### src/rtl/rrts_pkg.sv
// Shared types and constants for the round robin task scheduler.
// No dependencies; used by rrts_list and the top level.
`default_nettype none
package rrts_pkg;

    // MAX_PROCS must be a power of two: list addresses wrap in ID_W bits.
    localparam int MAX_PROCS = 32;
    localparam int ID_W      = $clog2(MAX_PROCS);
    localparam int LEN_W     = $clog2(MAX_PROCS + 1);
    localparam int QUANT_W   = 16;
    localparam int CNT32_W   = 32;

    typedef enum logic [1:0] {
        LOP_PUSH   = 2'd0,
        LOP_POP    = 2'd1,
        LOP_REMOVE = 2'd2
    } list_op_t;

    typedef struct packed {
        logic            valid;
        list_op_t        op;
        logic [ID_W-1:0] id;
    } list_cmd_t;

    typedef struct packed {
        logic             busy;
        logic [ID_W-1:0]  data;
        logic [LEN_W-1:0] len;
    } list_rsp_t;

    typedef enum logic [2:0] {
        OP_TICK    = 3'd0,
        OP_YIELD   = 3'd1,
        OP_READY   = 3'd2,
        OP_BLOCK   = 3'd3,
        OP_UNBLOCK = 3'd4
    } sched_op_t;

    localparam logic [2:0] REG_QUANTUM    = 3'd0;
    localparam logic [2:0] REG_PREEMPT    = 3'd1;
    localparam logic [2:0] REG_RUN        = 3'd2;
    localparam logic [2:0] REG_IDLE_ID    = 3'd3;
    localparam logic [2:0] REG_IDLE_VALID = 3'd4;

endpackage
`default_nettype wire

### src/rtl/rrts_list.sv
// ID list in a one-port-read, one-port-write memory, kept as a ring.
// Push at tail, pop at head, remove first match by scan and compaction. Uses rrts_pkg.
`default_nettype none
module rrts_list (
    input  wire logic              clk,
    input  wire logic              rst_n,
    input  wire rrts_pkg::list_cmd_t cmd,
    output rrts_pkg::list_rsp_t    rsp
);
    import rrts_pkg::*;

    typedef enum logic [5:0] {
        L_IDLE = 6'b000001,
        L_POP  = 6'b000010,
        L_SRD  = 6'b000100,
        L_SCHK = 6'b001000,
        L_MRD  = 6'b010000,
        L_MWR  = 6'b100000
    } lstate_t;

    logic [ID_W-1:0] mem [0:MAX_PROCS-1];
    logic [ID_W-1:0] rdata_reg;

    lstate_t          state_reg, state_next;
    logic [ID_W-1:0]  head_reg, head_next;
    logic [LEN_W-1:0] len_reg, len_next;
    logic [LEN_W-1:0] cnt_reg, cnt_next;
    logic [ID_W-1:0]  tgt_reg, tgt_next;

    logic             re, we;
    logic [ID_W-1:0]  raddr, waddr, wdata;
    logic [LEN_W-1:0] cnt_inc;

    assign cnt_inc = cnt_reg + LEN_W'(1);

    always_comb
    begin
        state_next = state_reg;
        head_next  = head_reg;
        len_next   = len_reg;
        cnt_next   = cnt_reg;
        tgt_next   = tgt_reg;
        re         = 1'b0;
        we         = 1'b0;
        raddr      = head_reg;
        waddr      = head_reg;
        wdata      = cmd.id;
        unique case (state_reg)
            L_IDLE:
            begin
                if (cmd.valid)
                begin
                    unique case (cmd.op)
                        LOP_PUSH:
                        begin
                            // drop when full
                            if (len_reg != LEN_W'(MAX_PROCS))
                            begin
                                we       = 1'b1;
                                waddr    = head_reg + len_reg[ID_W-1:0];
                                len_next = len_reg + LEN_W'(1);
                            end
                        end
                        LOP_POP:
                        begin
                            re         = 1'b1;
                            state_next = L_POP;
                        end
                        LOP_REMOVE:
                        begin
                            if (len_reg != '0)
                            begin
                                cnt_next   = '0;
                                tgt_next   = cmd.id;
                                state_next = L_SRD;
                            end
                        end
                        default: ;
                    endcase
                end
            end
            L_POP:
            begin
                head_next  = head_reg + ID_W'(1);
                len_next   = len_reg - LEN_W'(1);
                state_next = L_IDLE;
            end
            L_SRD:
            begin
                re         = 1'b1;
                raddr      = head_reg + cnt_reg[ID_W-1:0];
                state_next = L_SCHK;
            end
            L_SCHK:
            begin
                if (rdata_reg == tgt_reg)
                    state_next = L_MRD;
                else if (cnt_inc == len_reg)
                    state_next = L_IDLE;
                else
                begin
                    cnt_next   = cnt_inc;
                    state_next = L_SRD;
                end
            end
            L_MRD:
            begin
                // close the gap one entry at a time
                if (cnt_inc == len_reg)
                begin
                    len_next   = len_reg - LEN_W'(1);
                    state_next = L_IDLE;
                end
                else
                begin
                    re         = 1'b1;
                    raddr      = head_reg + cnt_inc[ID_W-1:0];
                    state_next = L_MWR;
                end
            end
            L_MWR:
            begin
                we         = 1'b1;
                waddr      = head_reg + cnt_reg[ID_W-1:0];
                wdata      = rdata_reg;
                cnt_next   = cnt_inc;
                state_next = L_MRD;
            end
            default: state_next = L_IDLE;
        endcase
    end

    always_ff @(posedge clk)
    begin
        if (we)
            mem[waddr] <= wdata;
        if (re)
            rdata_reg <= mem[raddr];
    end

    always_ff @(posedge clk or negedge rst_n)
    begin
        if (!rst_n)
        begin
            state_reg <= L_IDLE;
            head_reg  <= '0;
            len_reg   <= '0;
            cnt_reg   <= '0;
            tgt_reg   <= '0;
        end
        else
        begin
            state_reg <= state_next;
            head_reg  <= head_next;
            len_reg   <= len_next;
            cnt_reg   <= cnt_next;
            tgt_reg   <= tgt_next;
        end
    end

    assign rsp.busy = (state_reg != L_IDLE);
    assign rsp.data = rdata_reg;
    assign rsp.len  = len_reg;

endmodule
`default_nettype wire

### src/rtl/round_robin_task_scheduler.sv
// Round robin task scheduler: sequencer, configuration registers, result register.
// Depends on rrts_pkg and rrts_list (ready queue and blocked list).
//
// Usage:
//   s_axis carries one event request: tick, yield, make ready, block, unblock.
//   m_axis returns one result per request: running process, switch info,
//   queue occupancies, wrapping statistics and a drop flag.
//   The APB port writes and reads the five configuration registers; write only
//   while no request is in flight.
// Requests:
//   One request at a time. Block and unblock scan the list memory entry by
//   entry up to the match and move each entry behind it forward; the single
//   read port of each list memory paces this scan.
// Reset:
//   Lists empty, no process running, counters zero, registers at defaults.
// Stall:
//   A finished result waits in the output register; the next request is
//   taken meanwhile and its result holds until the receiver takes the first.
`default_nettype none
module round_robin_task_scheduler (
    input  wire logic         clk,
    input  wire logic         rst_n,
    input  wire logic         s_axis_tvalid,
    output logic              s_axis_tready,
    // [2:0] operation, [7:3] process_id
    input  wire logic [7:0]   s_axis_tdata,
    output logic              m_axis_tvalid,
    input  wire logic         m_axis_tready,
    // [4:0] current_id, [5] current_valid, [6] switched, [11:7] previous_id,
    // [12] previous_valid, [13] enter_user, [19:14] ready_count,
    // [25:20] blocked_count, [57:26] switch_total, [89:58] preempt_total,
    // [121:90] yield_total, [122] dropped, [127:123] zero
    output logic [127:0]      m_axis_tdata,
    input  wire logic         psel,
    input  wire logic         penable,
    input  wire logic         pwrite,
    input  wire logic [4:0]   paddr,
    input  wire logic [31:0]  pwdata,
    output logic [31:0]       prdata,
    output logic              pready
);
    import rrts_pkg::*;

    typedef enum logic [8:0] {
        S_IDLE  = 9'b000000001,
        S_EXEC  = 9'b000000010,
        S_BLK   = 9'b000000100,
        S_UNB   = 9'b000001000,
        S_SCHED = 9'b000010000,
        S_POPW  = 9'b000100000,
        S_SW    = 9'b001000000,
        S_OUT   = 9'b010000000,
        S_HOLD  = 9'b100000000
    } state_t;

    // configuration
    logic [QUANT_W-1:0] quantum_reg;
    logic               preempt_en_reg, run_en_reg, idle_valid_reg;
    logic [ID_W-1:0]    idle_id_reg;
    logic               cfg_wr;
    logic [2:0]         cfg_idx;

    assign pready  = 1'b1;
    assign cfg_idx = paddr[4:2];
    assign cfg_wr  = psel && penable && pwrite;

    always_ff @(posedge clk or negedge rst_n)
    begin
        if (!rst_n)
        begin
            quantum_reg    <= QUANT_W'(10);
            preempt_en_reg <= 1'b1;
            run_en_reg     <= 1'b0;
            idle_id_reg    <= '0;
            idle_valid_reg <= 1'b0;
        end
        else if (cfg_wr)
        begin
            unique case (cfg_idx)
                REG_QUANTUM:    quantum_reg    <= pwdata[QUANT_W-1:0];
                REG_PREEMPT:    preempt_en_reg <= pwdata[0];
                REG_RUN:        run_en_reg     <= pwdata[0];
                REG_IDLE_ID:    idle_id_reg    <= pwdata[ID_W-1:0];
                REG_IDLE_VALID: idle_valid_reg <= pwdata[0];
                default: ;
            endcase
        end
    end

    always_comb
    begin
        unique case (cfg_idx)
            REG_QUANTUM:    prdata = {{(32-QUANT_W){1'b0}}, quantum_reg};
            REG_PREEMPT:    prdata = {31'd0, preempt_en_reg};
            REG_RUN:        prdata = {31'd0, run_en_reg};
            REG_IDLE_ID:    prdata = {{(32-ID_W){1'b0}}, idle_id_reg};
            REG_IDLE_VALID: prdata = {31'd0, idle_valid_reg};
            default:        prdata = '0;
        endcase
    end

    // lists
    list_cmd_t rdy_cmd, blk_cmd;
    list_rsp_t rdy_rsp, blk_rsp;

    rrts_list u_ready (
        .clk   (clk),
        .rst_n (rst_n),
        .cmd   (rdy_cmd),
        .rsp   (rdy_rsp)
    );

    rrts_list u_blocked (
        .clk   (clk),
        .rst_n (rst_n),
        .cmd   (blk_cmd),
        .rsp   (blk_rsp)
    );

    // control state
    state_t               state_reg, state_next;
    logic [MAX_PROCS-1:0] sleep_reg, sleep_next;
    logic [ID_W-1:0]      run_id_reg, run_id_next;
    logic                 run_valid_reg, run_valid_next;
    logic [QUANT_W-1:0]   qleft_reg, qleft_next;
    logic [CNT32_W-1:0]   sw_cnt_reg, sw_cnt_next;
    logic [CNT32_W-1:0]   pre_cnt_reg, pre_cnt_next;
    logic [CNT32_W-1:0]   yld_cnt_reg, yld_cnt_next;
    logic                 ev_drop_reg, ev_drop_next;
    logic                 ev_sw_reg, ev_sw_next;
    logic                 ev_pv_reg, ev_pv_next;
    logic                 out_valid_reg, out_valid_next;

    // payload
    logic [2:0]           op_reg, op_next;
    logic [ID_W-1:0]      pid_reg, pid_next;
    logic [ID_W-1:0]      nxt_reg, nxt_next;
    logic [ID_W-1:0]      ev_pid_reg, ev_pid_next;
    logic [127:0]         out_data_reg, out_data_next;

    logic [QUANT_W-1:0]   qdec;
    logic                 in_acc;

    assign s_axis_tready = (state_reg == S_IDLE);
    assign in_acc        = s_axis_tvalid && s_axis_tready;
    assign qdec          = (qleft_reg != '0) ? qleft_reg - QUANT_W'(1) : qleft_reg;

    always_comb
    begin
        state_next     = state_reg;
        sleep_next     = sleep_reg;
        run_id_next    = run_id_reg;
        run_valid_next = run_valid_reg;
        qleft_next     = qleft_reg;
        sw_cnt_next    = sw_cnt_reg;
        pre_cnt_next   = pre_cnt_reg;
        yld_cnt_next   = yld_cnt_reg;
        ev_drop_next   = ev_drop_reg;
        ev_sw_next     = ev_sw_reg;
        ev_pv_next     = ev_pv_reg;
        ev_pid_next    = ev_pid_reg;
        out_valid_next = out_valid_reg;
        op_next        = op_reg;
        pid_next       = pid_reg;
        nxt_next       = nxt_reg;
        out_data_next  = out_data_reg;
        rdy_cmd        = '{valid: 1'b0, op: LOP_PUSH, id: pid_reg};
        blk_cmd        = '{valid: 1'b0, op: LOP_PUSH, id: pid_reg};

        if (out_valid_reg && m_axis_tready)
            out_valid_next = 1'b0;

        unique case (state_reg)
            S_IDLE:
            begin
                if (in_acc)
                begin
                    op_next      = s_axis_tdata[2:0];
                    pid_next     = s_axis_tdata[7:3];
                    ev_drop_next = 1'b0;
                    ev_sw_next   = 1'b0;
                    ev_pv_next   = 1'b0;
                    ev_pid_next  = '0;
                    state_next   = S_EXEC;
                end
            end
            S_EXEC:
            begin
                state_next = S_OUT;
                unique case (op_reg)
                    OP_TICK:
                    begin
                        if (run_en_reg)
                        begin
                            qleft_next = qdec;
                            if (qdec == '0 && preempt_en_reg)
                            begin
                                pre_cnt_next = pre_cnt_reg + CNT32_W'(1);
                                state_next   = S_SCHED;
                            end
                        end
                    end
                    OP_YIELD:
                    begin
                        if (run_en_reg)
                        begin
                            yld_cnt_next = yld_cnt_reg + CNT32_W'(1);
                            state_next   = S_SCHED;
                        end
                    end
                    OP_READY:
                    begin
                        sleep_next[pid_reg] = 1'b0;
                        rdy_cmd = '{valid: 1'b1, op: LOP_PUSH, id: pid_reg};
                        if (rdy_rsp.len == LEN_W'(MAX_PROCS))
                            ev_drop_next = 1'b1;
                    end
                    OP_BLOCK:
                    begin
                        rdy_cmd    = '{valid: 1'b1, op: LOP_REMOVE, id: pid_reg};
                        blk_cmd    = '{valid: 1'b1, op: LOP_REMOVE, id: pid_reg};
                        state_next = S_BLK;
                    end
                    OP_UNBLOCK:
                    begin
                        blk_cmd    = '{valid: 1'b1, op: LOP_REMOVE, id: pid_reg};
                        state_next = S_UNB;
                    end
                    default: ;
                endcase
            end
            S_BLK:
            begin
                if (!rdy_rsp.busy && !blk_rsp.busy)
                begin
                    sleep_next[pid_reg] = 1'b1;
                    blk_cmd = '{valid: 1'b1, op: LOP_PUSH, id: pid_reg};
                    if (blk_rsp.len == LEN_W'(MAX_PROCS))
                        ev_drop_next = 1'b1;
                    if (run_valid_reg && run_id_reg == pid_reg)
                        state_next = S_SCHED;
                    else
                        state_next = S_OUT;
                end
            end
            S_UNB:
            begin
                if (!blk_rsp.busy)
                begin
                    sleep_next[pid_reg] = 1'b0;
                    rdy_cmd = '{valid: 1'b1, op: LOP_PUSH, id: pid_reg};
                    if (rdy_rsp.len == LEN_W'(MAX_PROCS))
                        ev_drop_next = 1'b1;
                    state_next = S_OUT;
                end
            end
            S_SCHED:
            begin
                if (!run_en_reg)
                    state_next = S_OUT;
                else if (rdy_rsp.len != '0)
                begin
                    rdy_cmd    = '{valid: 1'b1, op: LOP_POP, id: pid_reg};
                    state_next = S_POPW;
                end
                else if (idle_valid_reg)
                begin
                    nxt_next   = idle_id_reg;
                    state_next = S_SW;
                end
                else
                    state_next = S_OUT;
            end
            S_POPW:
            begin
                if (!rdy_rsp.busy)
                begin
                    nxt_next   = rdy_rsp.data;
                    state_next = S_SW;
                end
            end
            S_SW:
            begin
                state_next = S_OUT;
                // same process chosen: entry consumed, no switch
                if (!(run_valid_reg && nxt_reg == run_id_reg))
                begin
                    ev_pid_next = run_id_reg;
                    ev_pv_next  = run_valid_reg;
                    if (run_valid_reg && !sleep_reg[run_id_reg])
                    begin
                        rdy_cmd = '{valid: 1'b1, op: LOP_PUSH, id: run_id_reg};
                        if (rdy_rsp.len == LEN_W'(MAX_PROCS))
                            ev_drop_next = 1'b1;
                    end
                    sleep_next[nxt_reg] = 1'b0;
                    run_id_next    = nxt_reg;
                    run_valid_next = 1'b1;
                    sw_cnt_next    = sw_cnt_reg + CNT32_W'(1);
                    qleft_next     = quantum_reg;
                    ev_sw_next     = 1'b1;
                end
            end
            S_OUT:
            begin
                state_next = S_HOLD;
            end
            S_HOLD:
            begin
                // wait for the output register to free up
                if (!out_valid_reg || m_axis_tready)
                begin
                    out_data_next = {
                        5'd0,
                        ev_drop_reg,
                        yld_cnt_reg,
                        pre_cnt_reg,
                        sw_cnt_reg,
                        blk_rsp.len,
                        rdy_rsp.len,
                        ev_sw_reg && (run_id_reg != '0),
                        ev_pv_reg,
                        ev_pid_reg,
                        ev_sw_reg,
                        run_valid_reg,
                        run_id_reg
                    };
                    out_valid_next = 1'b1;
                    state_next     = S_IDLE;
                end
            end
            default: state_next = S_IDLE;
        endcase
    end

    always_ff @(posedge clk or negedge rst_n)
    begin
        if (!rst_n)
        begin
            state_reg     <= S_IDLE;
            sleep_reg     <= '0;
            run_id_reg    <= '0;
            run_valid_reg <= 1'b0;
            qleft_reg     <= '0;
            sw_cnt_reg    <= '0;
            pre_cnt_reg   <= '0;
            yld_cnt_reg   <= '0;
            ev_drop_reg   <= 1'b0;
            ev_sw_reg     <= 1'b0;
            ev_pv_reg     <= 1'b0;
            out_valid_reg <= 1'b0;
        end
        else
        begin
            state_reg     <= state_next;
            sleep_reg     <= sleep_next;
            run_id_reg    <= run_id_next;
            run_valid_reg <= run_valid_next;
            qleft_reg     <= qleft_next;
            sw_cnt_reg    <= sw_cnt_next;
            pre_cnt_reg   <= pre_cnt_next;
            yld_cnt_reg   <= yld_cnt_next;
            ev_drop_reg   <= ev_drop_next;
            ev_sw_reg     <= ev_sw_next;
            ev_pv_reg     <= ev_pv_next;
            out_valid_reg <= out_valid_next;
        end
    end

    always_ff @(posedge clk)
    begin
        op_reg       <= op_next;
        pid_reg      <= pid_next;
        nxt_reg      <= nxt_next;
        ev_pid_reg   <= ev_pid_next;
        out_data_reg <= out_data_next;
    end

    assign m_axis_tvalid = out_valid_reg;
    assign m_axis_tdata  = out_data_reg;

endmodule
`default_nettype wire

### config.mk
export PLATFORM = sky130hd
export DESIGN_NAME = round_robin_task_scheduler
export DESIGN_NICKNAME = d
export VERILOG_FILES = /design/src/rtl/rrts_pkg.sv /design/src/rtl/rrts_list.sv /design/src/rtl/round_robin_task_scheduler.sv
export SDC_FILE = /design/constraint.sdc
export NUM_CORES = 1
export LEC_CHECK = 0
export ABC_AREA = 1
export BUFFER_PORTS_ARGS = -buffer_cell sky130_fd_sc_hd__buf_2
export CAP_MARGIN = 20
export CORE_ASPECT_RATIO = 1.4
export CORE_UTILIZATION = 50
export CTS_CLUSTER_SIZE = 16
export DETAILED_ROUTE_END_ITERATION = 6
export PLACE_DENSITY = 0.7
export SLEW_MARGIN = 10
export SYNTH_ARGS = -nofsm -noshare
export SYNTH_HDL_FRONTEND = slang
export SYNTH_SLANG_ARGS = --single-unit
### constraint.sdc
create_clock -name clk -period 6.5 [get_ports clk]
set_input_delay 0.975 -clock clk [delete_from_list [all_inputs] [get_ports clk]]
set_output_delay 0.975 -clock clk [all_outputs]
set_load 0.1 [all_outputs]
# Word-level counts from Yosys, hierarchy flattened
# Memory sizes are Yosys's and may differ from the RTL's. A register that Yosys moved wholly into a read port is not among the register bits.
# Index checks and enable logic that the tools add are counted.
# word_totals
ff_bits	384
mem_bits_rw	320
in_bits	52
output_inout_bits	163
wordCells	337
n_memories	2
# classes
addsub	18
order_cmp	5
eq_ne	79
mux	135
n_bitwise	6
reduce_logical	60
# memory_table
name	depth	word_bits	read_ports	rd_ports_with_merged_regs	write_ports	line	text
u_blocked.mem	32	5	1	1	1	rrts_list.sv:21	logic [ID_W-1:0] mem [0:MAX_PROCS-1];
u_ready.mem	32	5	1	1	1	rrts_list.sv:21	
# op_table
op	count
$mux W6	26
$mux W32	4
$pmux W32 S4	1
$mux W8	14
$add A32 B1 Y32 const B	3
$pmux W9 S9	1
$mux W5	16
$pmux W16 S5	1
$pmux W6 S3	4
$and A32 B32 Y32	2
$mux W16	4
$not A32 Y32	2
$pmux W8 S4	2
$pmux W5 S2	6
$pmux W6 S5	2
$ne A2 B2 Y1 const B	23
$mux W9	5
$mux W1	32
$or A32 B32 Y32	1
$pmux W16 S2	1
$pmux W8 S2	2
$add A5 B5 Y5	6
$reduce_and A5 Y1	5
$add A6 B1 Y6 const B	4
58 further kinds	136

# Longest topological paths before layout
# depth
depth_word	13
depth_mapped	22
mapped_depth_nobuf	21

# Modules after synthesis
# A second synthesis with hierarchy kept.
# hier_totals
hier_cells	3975
hier_area_um2	36294.8
# modules_own_cells
mod	n_inst	cells_each	area_each_um2
round_robin_task_scheduler	1	1888	16590.9
rrts_list (u_ready)	1	1045	9899.5
rrts_list (u_blocked)	1	1042	9804.4

# Least setup slack after synthesis
# Ideal clock, no wire load.
# synth_timing
path_type	input -> register
start	input port m_axis_tready
end	register out_data_reg[0], in the netlist m_axis_tdata[0], enable pin
arrival_ns	6.136
slack_ns	-0.243
stages	2
path_cell_list	nor2_1 -> nor2_1
# synth_via
elab_chain_len	2
# synth_rtl
element	line	text
start: declaration	round_robin_task_scheduler.sv:28	input wire logic m_axis_tready,
$logic_or A1 B1 Y1	round_robin_task_scheduler.sv:311	if (!out_valid_reg || m_axis_tready)
$reduce_and A2 Y1 (no source line)	--	
end signal: assignment	round_robin_task_scheduler.sv:376	out_data_reg <= out_data_next;
end: declaration	round_robin_task_scheduler.sv:139	logic [127:0] out_data_reg, out_data_next;
# No other way between the ends.
# A chain may end at the register's enable or synchronous reset.

# Worst setup path after layout
# layout_timing
start	register run_id_reg[1]
end	memory u_ready.mem[1][3] (netlist name), enable pin
# layout_via
elab_chain_len	11
elab_cells_between_ends	18
cone_classes	1 x eq/ne; 13 x mux; 4 x reduce/logical
# layout_rtl
element	line	text
start: declaration	round_robin_task_scheduler.sv:123	logic [ID_W-1:0] run_id_reg, run_id_next;
start signal: assignment	round_robin_task_scheduler.sv:357	run_id_reg <= run_id_next;
$bmux W1 S5	round_robin_task_scheduler.sv:290	if (run_valid_reg && !sleep_reg[run_id_reg])
$mux W1 (not written as such)	round_robin_task_scheduler.sv:290	
$logic_not A1 Y1	round_robin_task_scheduler.sv:290	
$logic_and A1 B1 Y1	round_robin_task_scheduler.sv:290	
$mux W8	round_robin_task_scheduler.sv:290	
$mux W8 *	round_robin_task_scheduler.sv:286	if (!(run_valid_reg && nxt_reg == run_id_reg))
$pmux W8 S4 *	round_robin_task_scheduler.sv:173	unique case (state_reg)
$mux W1	rrts_list.sv:51	if (cmd.valid)
$pmux W1 S2	rrts_list.sv:48	unique case (state_reg)
$mux W1	rrts_list.sv:135	if (we)
$mux W1 (not written as such)	rrts_list.sv:136	mem[waddr] <= wdata;
end: declaration	rrts_list.sv:21	
# Every way passes the cells marked *; elsewhere a longest branch is shown, timed or not. The select of a mux whose other input is x is not followed.

==> out/metrics.yaml <==
run_status:
  status: "complete, no violations"
worst_setup_path:
  cp.arrival_ns: 4.75
  cp.depth: 14
  end_kind: "flip-flop"
  cp_max_fo: 14
  crit_start: "run_id_reg[1]"
  worstSetupPathType: "reg2reg"
  r2r_cells: 14
  crit_path_start_kind: "flip-flop"
  cp_data_required_time_ns: 6.75
  r2r-end: "u_ready.mem[1][3]"
  r2r-start: "run_id_reg[1]"
  crit_chain: "inv_1, o22ai_1, a21oi_1, nand3_1, nand2_2, inv_1, nand3_2, nand2_4, nand2_2, nand2_1, nand3_1, nand2_1, nand3_1, nor2_1"
  r2r_slack_ns: 2.00
  path_buf_inv: 2
  cpPeakStageDelay_ns: 0.73
  cp_top_family: "simple AND/OR/NAND/NOR gates"
  cp_common_cell: "nand3_1"
  cp-endpoint: "u_ready.mem[1][3]"
  critPathSlowestCell: "dfrtp_1"
floorplanning:
  std_cell_rows: 114
  die_area_mm2: 0.0713
  coreArea_mm2: 0.0692
  fp.dieH_um: 315
  start_util_pct: 50.7
  io_pins: 215
  die_w_um: 226
placement:
  place.gp.congestion: 0.928
  placed_area_mm2: 0.0368
  port_buffers: 174
  place_hpwl_um: 58700
  place_inst: 4759
logic_synthesis:
  netlist_area_mm2: 0.0351
  synth-seq-cells: 714
  synth_area_leaders: "edfxtp_1 40%, dfrtp_1 17%, nand2_1 8.9%, nand3_1 6.4%, inv_1 4.8%"
  dominantRegCellSynth: "edfxtp_1"
  synth.top_cell.area_share_pct: 40.3
  yosysTopAreaCell: "edfxtp_1"
  synthSimpleGateAreaFrac_pct: 23.7
  async_reset_ff_share_pct: 34.0
  synthAdderAreaFrac_pct: 1.92
  yosys_warnings: 0
  muxShareOfSynthArea_pct: 0.125
  synthXorXnorAreaFrac_pct: 3.52
  synth_compound_area_share_pct: 5.86
  synth_top_family_by_area: "simple AND/OR/NAND/NOR gates"
  syn_inst: 3752
  synth_edf_count: 471
  ys_types: 61
  avgSynthCellArea_um2: 9.35
  synth-seq-area-share_pct: 57.7
global_route:
  grt_use_total_pct: 24.1
  antenna_found_initial: 0
  grt_pass1_wl_um: 134000
  grt_pass1_vias: 25334
  grt.overflow.total: 0
  grt_max_degree: 127
final_layout:
  fin_nets: 4003
  n_fill_cell: 6082
  layout-drive-gt1-share_pct: 10.6
  instances_no_fill: 4885
  stdcell_area_mm2: 0.0390
  diodes: 0
  syn_to_final_growth_pct: 11.2
route:
  viasPerCell: 5.39
  vias: 26347
  wirelength_um: 85400
  drtIter0Drc: 1926
  detail-route-antenna-nets: 0
  wl_per_cell_um: 17.5
  drtPass1Iterations: 6
  drc: 0
power_and_ir_drop:
  p_leak_nw: 16.8
  totalPowerFinal_mw: 14.8
  p_per_area_mw_per_mm2: 379
  ir_drop_mv: 0.274
timing:
  min_period_ns: 4.50
  rsz0062_at_grt: "no"
  finalSetupTns_ns: 0
  tightest_slew_ns: 1.04
  max_slew_margin_pct: 30.5
  setup_violations: 0
  skew_ns: 0.0294
  period_share_pct: 69.3
  slew_viol_final: 0
  final-hold-violation-count: 0
  max_freq_mhz: 222
clocking:
  post_cts_buffers: 0
  cts.sinks: 714
  numCtsBuffers: 69
  clk_pin_slew_ns: 0.07
  cts_resized: 0
  clock_latency_ns: 0.62
  hold_buffers: 0
  htree_num_levels: 3
  tritoncts: "done"
  cts-root-buf: "clkbuf_16"
  clockBufferDepth: 3
min_path:
  min_path_cells: 0
  hold_class: "reg2reg"
flow_run:
  timing.max_cap.violations: 0
[worst min-delay path by stage]
stage | start | to | slack, ns
finish | ev_pid_reg[3] | m_axis_tdata[10] | 0.43
global route | ev_pid_reg[0] | m_axis_tdata[7] | 0.44
CTS | ev_pid_reg[3] | m_axis_tdata[10] | 0.42
detailed placement | ev_pid_reg[3] | m_axis_tdata[10] | 0.41
global placement | ev_pid_reg[0] | m_axis_tdata[7] | 0.40
floorplan | ev_pid_reg[3] | m_axis_tdata[10] | 0.40
[per-stage QoR]
stage	util [%]	hold slack [ns]	worst slack, ns
after floorplan	-	0.400	1.81
after global routing	56.4	0.438	1.86
after global placement	53.1	0.404	2.20
after CTS	56.4	0.423	2.09
after detailed placement	53.1	0.405	2.14
final	56.4	0.426	2.00
[report_power, final]
part	switching (mW)	leakage, nW	internal (mW)
combinational	3.66	8.27	1.52
clock	1.76	1.11	2.25
sequential	0.331	7.45	5.25
[synth_stat cells, types with 9 or more instances]
master      n
xnor2_1    45
nand3_2    11
inv_1     447
o21ai_0   120
nor2_2      9
nand2_2    15
o21ai_1    33
or2_2      10
nand2_1   834
xor2_1     96
o22ai_1    16
a21oi_1    98
inv_2      20
a31oi_1    33
nor3_1     76
nand3b_1   38
buf_1       9
clkbuf_1   46
buf_2      55
o311ai_0   13
edfxtp_1  471
nand3_1   449
nor2_1    333
ha_1       41
nor4_1     26
nand4_1    45
dfrtp_1   237
buf_4      26
o211ai_1   19
[layout by cell type, fill, tap and decap left out, types with 19 or more instances in the layout]
| cell type | Yosys | final |
|---|---|---|
| conb_1 | 2 | 23 |
| xnor2_1 | 45 | 45 |
| clkbuf_16 | 0 | 72 |
| a21oi_1 | 98 | 98 |
| buf_4 | 26 | 24 |
| o21ai_1 | 33 | 33 |
| o21ai_0 | 120 | 110 |
| a31oi_1 | 33 | 33 |
| nor4_1 | 26 | 26 |
| nand2_1 | 834 | 834 |
| nand3_1 | 449 | 449 |
| dfrtp_1 | 237 | 237 |
| inv_2 | 20 | 20 |
| nor3_1 | 76 | 76 |
| nand3b_1 | 38 | 38 |
| edfxtp_1 | 471 | 471 |
| xor2_1 | 96 | 96 |
| nor2_1 | 333 | 330 |
| nand4_1 | 45 | 45 |
| buf_2 | 55 | 173 |
| inv_1 | 447 | 447 |
| o211ai_1 | 19 | 19 |
| ha_1 | 41 | 41 |
[worst reg2reg max path: cells and delay by family (launching register included)]
family | cells | cell delay [ns]
flops | 1 | 0.73
simple gates | 10 | 2.29
compound gates | 2 | 0.31
buf+inv | 2 | 0.82
[cells by family after synthesis]
kind of cell,count (synthesis)
adder cells (fa/ha/maj),49
buffers and inverters,614
AND/OR/NAND/NOR,1868
AO/OA/AOI/OAI,360
other,2
multiplexers,4
flip-flops,714
XOR/XNOR,141
[metal layers]
metal  up-vias  routed length (um)  GRT usage, %
li1      12821                   -             -
met1     12456               32700          27.5
met2       806               44600          43.7
met3       264                3640          2.98
met4         0                4360          12.8
met5         -                   0             0
[final cells by class]
type | count | area (um^2) | area share [%]
multi-input cells | 2445 | 12500 | 32.0
inverters | 471 | 1770 | 4.53
flip-flops and latches | 714 | 20200 | 51.8
repair buffers | 201 | 1120 | 2.86
clock inverters | 40 | 370 | 0.949
clock buffers | 86 | 1880 | 4.83
well taps | 928 | 1160 | 2.98
(Power assumes the default switching activity.)
